<file path="src/rtl/saq_pkg.sv">
// saq_pkg: shared types, codes and constants for the sensor alarm qualifier.
// No dependencies; imported by saq_grade and the top level.
`default_nettype none

package saq_pkg;

  // Qualification phase of the channel
  typedef enum logic [2:0] {
    PH_DISABLED = 3'd0,
    PH_INIT     = 3'd1,
    PH_WARMUP   = 3'd2,
    PH_READY    = 3'd3,
    PH_ACTIVE   = 3'd4
  } phase_t;

  // Reported severity
  typedef enum logic [1:0] {
    SEV_NORMAL  = 2'd0,
    SEV_WARNING = 2'd1,
    SEV_ALARM   = 2'd2
  } severity_t;

  // Request action codes
  typedef enum logic {
    ACT_UPDATE = 1'b0,
    ACT_INIT   = 1'b1
  } action_t;

  // Configuration register indexes
  localparam int unsigned CFG_IDX_W = 3;
  localparam int unsigned CFG_DATA_W = 32;

  typedef enum logic [CFG_IDX_W-1:0] {
    CFG_ALARM_ENABLE    = 3'd0,
    CFG_INPUT_ENABLE    = 3'd1,
    CFG_HIGH_LIMIT      = 3'd2,
    CFG_LOW_LIMIT       = 3'd3,
    CFG_WARNING_PERCENT = 3'd4,
    CFG_WARMUP_MS       = 3'd5,
    CFG_PERSIST_MS      = 3'd6
  } cfg_idx_t;

  // 999.0 in Q16.16; limits at or beyond these mask the severity checks
  localparam logic signed [31:0] LIMIT_OFF_HIGH = 32'sd65470464;
  localparam logic signed [31:0] LIMIT_OFF_LOW  = -32'sd65470464;

  // Init period length in ms
  localparam logic [31:0] INIT_PERIOD_MS = 32'd1000;

  // Register reset values
  localparam logic              RST_ALARM_ENABLE    = 1'b0;
  localparam logic              RST_INPUT_ENABLE    = 1'b1;
  localparam logic signed [31:0] RST_HIGH_LIMIT     = LIMIT_OFF_HIGH;
  localparam logic signed [31:0] RST_LOW_LIMIT      = LIMIT_OFF_LOW;
  localparam logic [6:0]        RST_WARNING_PERCENT = 7'd90;
  localparam logic [15:0]       RST_WARMUP_MS       = 16'd0;
  localparam logic [15:0]       RST_PERSIST_MS      = 16'd0;

  // Limits and band setting seen by the grading logic
  typedef struct packed {
    logic signed [31:0] high_limit;
    logic signed [31:0] low_limit;
    logic [6:0]         warning_percent;
  } grade_cfg_t;

  // Per-request grading inputs from the qualifier
  typedef struct packed {
    logic signed [31:0] value;
    logic               valid;
    logic               fault_pending;
    logic               persist_met;
  } grade_req_t;

endpackage

`default_nettype wire

</file>
<file path="src/rtl/saq_in_if.sv">
// saq_in_if: valid/ready channel carrying one sample request.
// Depends on nothing outside itself.
`default_nettype none

interface saq_in_if;
  logic               valid;
  logic               ready;
  logic               action;
  logic [31:0]        now;
  logic signed [31:0] sample_value;
  logic               sample_valid;

  modport source (output valid, action, now, sample_value, sample_valid, input ready);
  modport sink   (input valid, action, now, sample_value, sample_valid, output ready);
endinterface

`default_nettype wire

</file>
<file path="src/rtl/saq_out_if.sv">
// saq_out_if: valid/ready channel carrying one qualification result.
// Depends on nothing outside itself.
`default_nettype none

interface saq_out_if;
  logic       valid;
  logic       ready;
  logic       in_alarm;
  logic [1:0] severity;
  logic [2:0] alarm_state;

  modport source (output valid, in_alarm, severity, alarm_state, input ready);
  modport sink   (input valid, in_alarm, severity, alarm_state, output ready);
endinterface

`default_nettype wire

</file>
<file path="src/rtl/saq_grade.sv">
// saq_grade: severity grading of one reading against the limits and warning band.
// Depends on saq_pkg (grade_cfg_t, grade_req_t, severity_t, limit markers).
`default_nettype none

module saq_grade
  import saq_pkg::*;
(
  input  grade_cfg_t cfg,
  input  grade_req_t req,
  output severity_t  sev
);

  // 41 bits hold 100*value and limit*(200-pct) exactly
  localparam int unsigned PW = 41;

  logic signed [PW-1:0] v_ext;
  logic signed [PW-1:0] hi_ext;
  logic signed [PW-1:0] lo_ext;
  logic signed [PW-1:0] v_x100;
  logic signed [PW-1:0] hi_band;
  logic signed [PW-1:0] lo_band;
  logic [8:0]           lo_pct;
  logic                 hi_on;
  logic                 lo_on;
  logic                 hard_hi;
  logic                 hard_lo;
  logic                 warn_hi;
  logic                 warn_lo;
  logic                 hard;
  logic                 warn;

  assign v_ext  = {{(PW-32){req.value[31]}}, req.value};
  assign hi_ext = {{(PW-32){cfg.high_limit[31]}}, cfg.high_limit};
  assign lo_ext = {{(PW-32){cfg.low_limit[31]}}, cfg.low_limit};
  assign lo_pct = 9'd200 - {2'b00, cfg.warning_percent};

  // Band thresholds: 100*v against limit scaled by the percentage
  assign v_x100  = v_ext * $signed(PW'(100));
  assign hi_band = hi_ext * $signed({{(PW-7){1'b0}}, cfg.warning_percent});
  assign lo_band = lo_ext * $signed({{(PW-9){1'b0}}, lo_pct});

  // Markers at 999.0 / -999.0 (or beyond) switch a side off
  assign hi_on = cfg.high_limit < LIMIT_OFF_HIGH;
  assign lo_on = cfg.low_limit > LIMIT_OFF_LOW;

  assign hard_hi = hi_on && (req.value >= cfg.high_limit);
  assign hard_lo = lo_on && (req.value <= cfg.low_limit);
  assign warn_hi = hi_on && !hard_hi && (v_x100 >= hi_band);
  assign warn_lo = lo_on && !hard_lo && (v_x100 <= lo_band);
  assign hard    = hard_hi || hard_lo;
  assign warn    = warn_hi || warn_lo;

  // Severity select
  always_comb begin
    priority if (!req.valid) begin
      sev = SEV_NORMAL;
    end else if (hard && req.fault_pending && req.persist_met) begin
      sev = SEV_ALARM;
    end else if (warn || (hard && req.fault_pending)) begin
      sev = SEV_WARNING;
    end else begin
      sev = SEV_NORMAL;
    end
  end

endmodule

`default_nettype wire

</file>
<file path="src/rtl/sensor_alarm_qualifier.sv">
// sensor_alarm_qualifier: top level; request register, phase machine, result register.
// Depends on saq_pkg, saq_in_if, saq_out_if and saq_grade.
//
//   channel   dir   handshake          payload
//   sample    in    valid/ready        action, now, sample_value, sample_valid
//   result    out   valid/ready        in_alarm, severity, alarm_state
//   cfg       in    cfg_wr_en          cfg_index, cfg_wdata (no read-back)
//
// Requests pass both registers in turn; one per cycle while result.ready is high.
// The state update for a request happens as it moves from the request register
// into the result register, so the next request sees it in the following cycle.
// A stalled result holds the result register; the request register still fills,
// so one more request is taken before sample.ready drops.
// rst is synchronous; resets phase state, config and valid flags, not payload registers.
`default_nettype none

module sensor_alarm_qualifier
  import saq_pkg::*;
(
  input  wire                  clk,
  input  wire                  rst,
  saq_in_if.sink               sample,
  saq_out_if.source            result,
  input  wire                  cfg_wr_en,
  input  wire [CFG_IDX_W-1:0]  cfg_index,
  input  wire [CFG_DATA_W-1:0] cfg_wdata
);

  // Configuration registers
  logic               alarm_enable;
  logic               input_enable;
  logic signed [31:0] high_limit;
  logic signed [31:0] low_limit;
  logic [6:0]         warning_percent;
  logic [15:0]        warmup_ms;
  logic [15:0]        persist_ms;

  // Request register
  logic               req_vld;
  logic               req_action;
  logic [31:0]        req_now;
  logic signed [31:0] req_value;
  logic               req_valid;

  // Result register
  logic               rsp_vld;
  logic               rsp_alarm;
  severity_t          rsp_sev;
  phase_t             rsp_phase;

  // Qualification state
  phase_t             phase, phase_next;
  logic [31:0]        entry_time, entry_time_next;
  logic [31:0]        fault_start, fault_start_next;
  logic               alarm_flag, alarm_flag_next;
  severity_t          last_severity, last_severity_next;

  logic               advance;
  logic [31:0]        since_entry;
  logic [31:0]        fault_base;
  logic [31:0]        since_fault;
  logic               violation;
  grade_cfg_t         g_cfg;
  grade_req_t         g_req;
  severity_t          g_sev;

  // Handshake: request register moves on when the result register is free
  assign advance      = req_vld && (!rsp_vld || result.ready);
  assign sample.ready = !req_vld || advance;

  // Configuration writes
  always_ff @(posedge clk) begin
    if (rst) begin
      alarm_enable    <= RST_ALARM_ENABLE;
      input_enable    <= RST_INPUT_ENABLE;
      high_limit      <= RST_HIGH_LIMIT;
      low_limit       <= RST_LOW_LIMIT;
      warning_percent <= RST_WARNING_PERCENT;
      warmup_ms       <= RST_WARMUP_MS;
      persist_ms      <= RST_PERSIST_MS;
    end else if (cfg_wr_en) begin
      unique case (cfg_idx_t'(cfg_index))
        CFG_ALARM_ENABLE:    alarm_enable    <= cfg_wdata[0];
        CFG_INPUT_ENABLE:    input_enable    <= cfg_wdata[0];
        CFG_HIGH_LIMIT:      high_limit      <= $signed(cfg_wdata[31:0]);
        CFG_LOW_LIMIT:       low_limit       <= $signed(cfg_wdata[31:0]);
        CFG_WARNING_PERCENT: warning_percent <= cfg_wdata[6:0];
        CFG_WARMUP_MS:       warmup_ms       <= cfg_wdata[15:0];
        CFG_PERSIST_MS:      persist_ms      <= cfg_wdata[15:0];
        default: ;
      endcase
    end
  end

  // Request register
  always_ff @(posedge clk) begin
    if (rst) begin
      req_vld <= 1'b0;
    end else if (sample.ready) begin
      req_vld <= sample.valid;
    end
  end

  always_ff @(posedge clk) begin
    if (sample.valid && sample.ready) begin
      req_action <= sample.action;
      req_now    <= sample.now;
      req_value  <= sample.sample_value;
      req_valid  <= sample.sample_valid;
    end
  end

  // Elapsed times, modulo 2^32; a fault with no start yet counts from this request
  assign since_entry = req_now - entry_time;
  assign violation   = req_valid && ((req_value >= high_limit) || (req_value <= low_limit));
  assign fault_base  = (fault_start == '0) ? req_now : fault_start;
  assign since_fault = req_now - fault_base;

  // Phase machine: next state
  always_comb begin
    phase_next         = phase;
    entry_time_next    = entry_time;
    fault_start_next   = fault_start;
    alarm_flag_next    = alarm_flag;
    priority if (action_t'(req_action) == ACT_INIT) begin
      phase_next       = alarm_enable ? PH_INIT : PH_DISABLED;
      entry_time_next  = req_now;
      fault_start_next = '0;
      alarm_flag_next  = 1'b0;
    end else if (!alarm_enable || !input_enable) begin
      phase_next      = PH_DISABLED;
      alarm_flag_next = 1'b0;
    end else begin
      unique case (phase)
        PH_INIT: begin
          if (since_entry > INIT_PERIOD_MS) begin
            phase_next      = PH_WARMUP;
            entry_time_next = req_now;
          end
          alarm_flag_next = 1'b0;
        end
        PH_WARMUP: begin
          if (req_valid && (since_entry > {16'd0, warmup_ms})) begin
            phase_next      = PH_READY;
            entry_time_next = req_now;
          end
          alarm_flag_next = 1'b0;
        end
        PH_READY, PH_ACTIVE: begin
          if (violation) begin
            if (fault_start == '0) begin
              fault_start_next = req_now;
            end
            if (since_fault >= {16'd0, persist_ms}) begin
              alarm_flag_next = 1'b1;
              phase_next      = PH_ACTIVE;
            end
          end else begin
            fault_start_next = '0;
            alarm_flag_next  = 1'b0;
            if (phase == PH_ACTIVE) begin
              phase_next = PH_READY;
            end
          end
        end
        default: begin
          alarm_flag_next = 1'b0;
        end
      endcase
    end
  end

  // Phase machine: severity output
  always_comb begin
    last_severity_next = last_severity;
    priority if (action_t'(req_action) == ACT_INIT) begin
      last_severity_next = SEV_NORMAL;
    end else if (alarm_enable && input_enable &&
                 (phase == PH_READY || phase == PH_ACTIVE)) begin
      last_severity_next = g_sev;
    end else begin
      last_severity_next = last_severity;
    end
  end

  // Severity grading
  assign g_cfg = '{high_limit: high_limit, low_limit: low_limit,
                   warning_percent: warning_percent};
  assign g_req = '{value: req_value, valid: req_valid,
                   fault_pending: (fault_start_next != '0),
                   persist_met: (since_fault >= {16'd0, persist_ms})};

  saq_grade u_grade (
    .cfg (g_cfg),
    .req (g_req),
    .sev (g_sev)
  );

  // State update on each request that moves on
  always_ff @(posedge clk) begin
    if (rst) begin
      phase         <= PH_DISABLED;
      entry_time    <= '0;
      fault_start   <= '0;
      alarm_flag    <= 1'b0;
      last_severity <= SEV_NORMAL;
    end else if (advance) begin
      phase         <= phase_next;
      entry_time    <= entry_time_next;
      fault_start   <= fault_start_next;
      alarm_flag    <= alarm_flag_next;
      last_severity <= last_severity_next;
    end
  end

  // Result register
  always_ff @(posedge clk) begin
    if (rst) begin
      rsp_vld <= 1'b0;
    end else if (advance) begin
      rsp_vld <= 1'b1;
    end else if (result.ready) begin
      rsp_vld <= 1'b0;
    end
  end

  always_ff @(posedge clk) begin
    if (advance) begin
      rsp_alarm <= alarm_flag_next;
      rsp_sev   <= last_severity_next;
      rsp_phase <= phase_next;
    end
  end

  assign result.valid       = rsp_vld;
  assign result.in_alarm    = rsp_alarm;
  assign result.severity    = rsp_sev;
  assign result.alarm_state = rsp_phase;

endmodule

`default_nettype wire
</file>
<file path="src/flat_wrapper.sv">
// flat-port wrapper written by rule: the top's interface ports become plain ports
module sensor_alarm_qualifier_flat import saq_pkg::*;
  (clk, rst, cfg_wr_en, cfg_index, cfg_wdata, sample_valid, sample_action, sample_now, sample_sample_value, sample_sample_valid, sample_ready, result_valid, result_in_alarm, result_severity, result_alarm_state, result_ready);
  saq_in_if sample_i ();
  saq_out_if result_i ();
  input  wire clk;
  input  wire rst;
  input  wire cfg_wr_en;
  input  wire [CFG_IDX_W-1:0] cfg_index;
  input  wire [CFG_DATA_W-1:0] cfg_wdata;
  input wire logic [$bits(sample_i.valid)-1:0] sample_valid;
  input wire logic [$bits(sample_i.action)-1:0] sample_action;
  input wire logic [$bits(sample_i.now)-1:0] sample_now;
  input wire logic [$bits(sample_i.sample_value)-1:0] sample_sample_value;
  input wire logic [$bits(sample_i.sample_valid)-1:0] sample_sample_valid;
  output wire logic [$bits(sample_i.ready)-1:0] sample_ready;
  output wire logic [$bits(result_i.valid)-1:0] result_valid;
  output wire logic [$bits(result_i.in_alarm)-1:0] result_in_alarm;
  output wire logic [$bits(result_i.severity)-1:0] result_severity;
  output wire logic [$bits(result_i.alarm_state)-1:0] result_alarm_state;
  input wire logic [$bits(result_i.ready)-1:0] result_ready;
  assign sample_i.valid = sample_valid;
  assign sample_i.action = sample_action;
  assign sample_i.now = sample_now;
  assign sample_i.sample_value = sample_sample_value;
  assign sample_i.sample_valid = sample_sample_valid;
  assign sample_ready = sample_i.ready;
  assign result_valid = result_i.valid;
  assign result_in_alarm = result_i.in_alarm;
  assign result_severity = result_i.severity;
  assign result_alarm_state = result_i.alarm_state;
  assign result_i.ready = result_ready;
  sensor_alarm_qualifier u_core (.clk(clk), .rst(rst), .sample(sample_i), .result(result_i), .cfg_wr_en(cfg_wr_en), .cfg_index(cfg_index), .cfg_wdata(cfg_wdata));
endmodule
</file>
<file path="config.mk">
export PLATFORM = sky130hd
export DESIGN_NAME = sensor_alarm_qualifier_flat
export DESIGN_NICKNAME = d
export VERILOG_FILES = /design/src/rtl/saq_pkg.sv /design/src/rtl/saq_in_if.sv /design/src/rtl/saq_out_if.sv /design/src/rtl/saq_grade.sv /design/src/rtl/sensor_alarm_qualifier.sv /design/src/flat_wrapper.sv
export SDC_FILE = /design/constraint.sdc
export NUM_CORES = 2
export LEC_CHECK = 0
export ABC_AREA = 1
export BUFFER_PORTS_ARGS = -buffer_cell sky130_fd_sc_hd__buf_4
export CAP_MARGIN = 30
export CORE_MARGIN = 1.5
export CORE_UTILIZATION = 30
export CTS_CLUSTER_DIAMETER = 100
export DETAILED_ROUTE_END_ITERATION = 7
export MAX_ROUTING_LAYER = met4
export SYNTH_ARGS = -nofsm -noshare
export SYNTH_HDL_FRONTEND = slang
export SYNTH_HIERARCHICAL = 1
export SYNTH_SLANG_ARGS = --single-unit
export TNS_END_PERCENT = 20
</file>
<file path="constraint.sdc">
create_clock -name clk -period 8.9 [get_ports clk]
set_input_delay 1.335 -clock clk [delete_from_list [all_inputs] [get_ports clk]]
set_output_delay 1.335 -clock clk [all_outputs]
set_load 0.02 [all_outputs]
</file>
==> results.md <==
- The core region is 0.140 mm².
- The synthesized instance count is a little over 6000.
- The die covers ~0.14 mm².
- The clock latency of the later-clocked register in the worst-skew pair is around 0.63 ns.
- The half-perimeter wire length after detailed placement is around 110000 µm.
- Data on the critical path arrives at its endpoint at about 8.6 ns.
- In the final routed layout, each cell accounts on average for around 17 µm.
- The clock slew at the register clock pins of the worst setup and hold paths is ~0.060 ns.
- Prior to clock tree synthesis, the placed netlist has a worst setup slack of 0.616 ns.
- In the routed design, unresolved DRC markers number 0.
- Buffers added to address setup during post-CTS repair amount to 0.
- Of the available clock period, the critical path in the final layout requires 0.907.
- Entering global routing, the biggest net connects 99 pins.
- From bottom edge to top edge, the die measures between 300 and 400 µm.
- Clock tree synthesis found a total of between 200 and 250 sinks.
- The number of CTS-inserted buffers is 28.
- The synthesized design contains between 70 and 80 enable-type register cells.
- On the worst path, the slowest cell contributes a delay of between 0.5 and 0.6 ns.
- The count of nets left with antenna violations once routing finished came out at 0.
- The post-layout minimum cycle time is around 8.1 ns.
- In this run the deepest clock path goes through 3 buffers.
- Buffers placed on the I/O ports in this run total roughly 110.
- The final instance area is about 0.046 mm².
- The netlist area before placement is 0.0424 mm².
- The path class of the lowest-slack min-delay path is flip-flop to flip-flop.
- In this run the clock root is driven by a sky130_fd_sc_hd__clkbuf_16.
- The slowest library cell on the worst path is sky130_fd_sc_hd__fa_1.
- The total iterations of the first detailed-routing run is 7.
- The wire length of the first global-routing pass is 215000 µm.
- The final layout contains routed wiring with a total length of around 140000 µm.
- Averaged over all synthesized cells, the footprint is a little under 7 µm².
- In this design, the critical path's most frequently occurring cell is sky130_fd_sc_hd__nor2_1.
- The number of antenna violations at the first check in global routing was 10.
- The remaining global-route overflow is 0.
- about 110 I/O pins were placed.
- The power density normalized to cell area is approximately 200 mW/mm².
- The flow ran to the end, and the final reports show no timing, DRC or antenna violations.
- The worst setup margin is slightly above 0.8 ns.
- For the pin with the worst max-slew slack, the measured transition is approximately 0.99 ns.
- TritonCTS built the clock tree.
- Along the worst path, the maximum fanout reaches 18.
- The synthesized design contains between 200 and 250 register bits.
- For this run, the register share of the synthesized area comes to 0.135.
- The number of global-route vias before repair is roughly 38000.
- The power consumption is 9.08 mW.
- The fraction of final layout cells with drive strength greater than 1 is 0.0512.
- Detailed routing inserted a total of between 30000 and 40000 vias.
- The kind of end point of the critical path is a flip-flop.
- The maximum frequency from static timing analysis is between 100 and 150 MHz.
- On the final layout, the worst clock skew is 0.0648 ns.
- The number of unique standard cell types used by synthesis is between 50 and 60.
- The instance count after placement with tap cells included is 8050.
- The worst voltage drop across the vdd grid is approximately 0.00032 V.
- The cell row count is 137.
- In this run, the number of DRC markers left after iteration 0 of detailed routing was roughly 3000.
- In this run the number of H-tree levels came out at 1.
- Dividing the detail-routed via count by the number of cells gives between 4 and 5.
- Counting flops with an async set or reset pin after synthesis yields a share of 0.
- The number of buffers inserted for hold repair after clock tree synthesis is 0.
- The critical path launch point type is a flip-flop.
- The total negative slack for setup checks is 0 ns.
- Leaving out filler cells and counting taps, the final layout contains 8110.
- The post-synthesis net count is 7241.
- From left edge to right edge, the die measures 379 µm.
- For this run, the number of Yosys warnings is 6.
- Relative to the synthesized area, the layout overhead comes to 9.22%.
- Across the run, the number of max-cap violations was 0.
- The post-cts sizing count is 0.
- The layout has ~15000 filler cells.
- The multi-input gate area in the final layout is roughly 0.031 mm².
- The net total in the final layout is a little over 7000.
- The total track usage is 0.198.
- The final-report max-slew violation count is 0.
- After detailed placement, the total cell area comes to roughly 0.045 mm².
- The number of endpoints with negative hold slack in the final report is 0.
- The kind of critical path is flip-flop to flip-flop.
- The prevailing post-synth register cell is sky130_fd_sc_hd__dfxtp_1.
- The sequential cells in the finished layout cover a total of 0.00571 mm².
- The worst pin sits at a relative slew slack of 0.338.
- The critical path data required time is between 9 and 10 ns.
- The effective utilization at floorplan is 0.303.
- Routability-driven placement finished with a final weighted congestion of about 0.98.
- The leakage power figure is roughly 26 nW.
- Setup violations remaining at the end of the flow were counted as 0.
- Setup repair after global routing left no endpoint under its margin.
==> final cells by class <==
| class | count | area share |
|---|---|---|
| inverter | 1441 | 0.117 |
| timing repair buffer | 155 | 0.0268 |
| clock buffer | 36 | 0.0169 |
| clock inverter | 16 | 0.00313 |
| multi-input combinational | 4330 | 0.662 |
| antenna | 7 | 0.000378 |
| tap | 1876 | 0.0507 |
| sequential | 249 | 0.123 |
==> report_power, final <==
| part | switching (mW) | leakage, nW | internal [mW] |
|---|---|---|---|
| Clock | 0.531 | 0.447 | 0.656 |
| Sequential | 0.109 | 2.15 | 1.23 |
| Combinational | 4.11 | 23.0 | 2.45 |
| Total | 4.75 | 25.6 | 4.33 |
==> cells in the mapped netlist (11+ instances only) <==
| library cell | instances | area [µm²] |
|---|---|---|
| sky130_fd_sc_hd__a21oi_2 | 22 | 193 |
| sky130_fd_sc_hd__buf_1 | 19 | 71.3 |
| sky130_fd_sc_hd__o21ai_0 | 197 | 986 |
| sky130_fd_sc_hd__o211ai_1 | 37 | 278 |
| sky130_fd_sc_hd__o21bai_1 | 15 | 113 |
| sky130_fd_sc_hd__or2_2 | 33 | 206 |
| sky130_fd_sc_hd__o21ai_2 | 12 | 105 |
| sky130_fd_sc_hd__nand3b_1 | 11 | 82.6 |
| sky130_fd_sc_hd__nand2_1 | 1494 | 5610 |
| sky130_fd_sc_hd__xnor2_1 | 56 | 490 |
| sky130_fd_sc_hd__edfxtp_1 | 72 | 2160 |
| sky130_fd_sc_hd__nor4_1 | 15 | 93.8 |
| sky130_fd_sc_hd__nand2_2 | 16 | 100 |
| sky130_fd_sc_hd__o21a_1 | 21 | 158 |
| sky130_fd_sc_hd__a21oi_1 | 394 | 1970 |
| sky130_fd_sc_hd__nand4_1 | 58 | 363 |
| sky130_fd_sc_hd__xor2_1 | 88 | 771 |
| sky130_fd_sc_hd__ha_1 | 565 | 7070 |
| sky130_fd_sc_hd__a21o_1 | 18 | 135 |
| sky130_fd_sc_hd__nor2_1 | 555 | 2080 |
| sky130_fd_sc_hd__a31oi_1 | 27 | 169 |
| sky130_fd_sc_hd__nor3_1 | 37 | 185 |
| sky130_fd_sc_hd__buf_2 | 20 | 100 |
| sky130_fd_sc_hd__dfxtp_1 | 177 | 3540 |
| sky130_fd_sc_hd__inv_1 | 1431 | 5370 |
| sky130_fd_sc_hd__fa_1 | 397 | 7950 |
| sky130_fd_sc_hd__clkbuf_1 | 108 | 405 |
| sky130_fd_sc_hd__nand3_1 | 191 | 956 |
==> sequential cells by signal, indices dropped and copies added (netlist names), 3 cells and up <==
register / flops
u_core/entry_time: 32
u_core/fault_start: 32
u_core/high_limit: 32
u_core/low_limit: 32
u_core/persist_ms: 16
u_core/phase: 3
u_core/req_now: 32
u_core/req_value: 32
u_core/result.alarm_state: 3
u_core/warmup_ms: 16
u_core/warning_percent: 7
==> worst max-delay path, delay by kind of cell, from the launching register on <==
kind	cells	cell delay (ns)
buf+inv	7	0.86
compound gates	4	0.94
fa+ha+maj	8	3.32
xor+xnor	1	0.17
simple gates	20	2.33
flops	1	0.36
==> layout by cell type, fill, tap and decap left out, types with 22 or more instances in the layout <==
master,synthesis,final
sky130_fd_sc_hd__ha_1,565,565
sky130_fd_sc_hd__a31oi_1,27,27
sky130_fd_sc_hd__fa_1,397,397
sky130_fd_sc_hd__xnor2_1,56,56
sky130_fd_sc_hd__edfxtp_1,72,72
sky130_fd_sc_hd__buf_4,0,151
sky130_fd_sc_hd__xor2_1,88,88
sky130_fd_sc_hd__or2_2,33,33
sky130_fd_sc_hd__nand4_1,58,58
sky130_fd_sc_hd__a21oi_1,394,394
sky130_fd_sc_hd__a21oi_2,22,22
sky130_fd_sc_hd__o21ai_0,197,197
sky130_fd_sc_hd__nor3_1,37,36
sky130_fd_sc_hd__nand3_1,191,191
sky130_fd_sc_hd__inv_1,1431,1428
sky130_fd_sc_hd__clkbuf_16,0,29
sky130_fd_sc_hd__o211ai_1,37,37
sky130_fd_sc_hd__dfxtp_1,177,176
sky130_fd_sc_hd__nand2_1,1494,1494
sky130_fd_sc_hd__nor2_1,555,553
==> path summary, 6_finish.rpt <==
| path | startpoint | endpoint | slack [ns] | depth (start not counted) |
|---|---|---|---|---|
| setup / recovery | u_core/warning_percent[1] | u_core/last_severity[0] | 0.83 | 40 |
| hold / removal | u_core/warmup_ms[9] | u_core/warmup_ms[9] | 0.46 | 2 |
| hold reg to reg | u_core/warmup_ms[9] | u_core/warmup_ms[9] | 0.46 | 2 |
| setup reg to reg | u_core/warning_percent[1] | u_core/last_severity[0] | 0.83 | 40 |
==> per-layer routing <==
layer	vias to the layer above	wire length (µm)	global-route usage
li1	19100	-	-
met3	227	7960	0.0206
met5	-	0	-
met1	18000	62300	0.257
met4	0	4680	0.0586
met2	1160	63700	0.325
==> stage by stage <==
stage	hold slack, ns	util
after detailed placement	0.453	0.324
after global routing	0.484	0.331
after global placement	0.442	0.324
after CTS	0.464	0.331
final	0.459	0.331
after floorplan	0.427	-
==> kinds of logic (layout without fill, tap and decap cells) <==
group,Yosys count,count (layout),synth area share
buffers and inverters,1594,1648,0.143
XOR/XNOR,144,144,0.0297
other,0,7,0
adder cells (fa/ha/maj),962,962,0.354
AND/OR/NAND/NOR,2440,2440,0.233
flip-flops,249,249,0.135
AO/OA/AOI/OAI,784,784,0.105
Power figures use the tool's default switching activity.
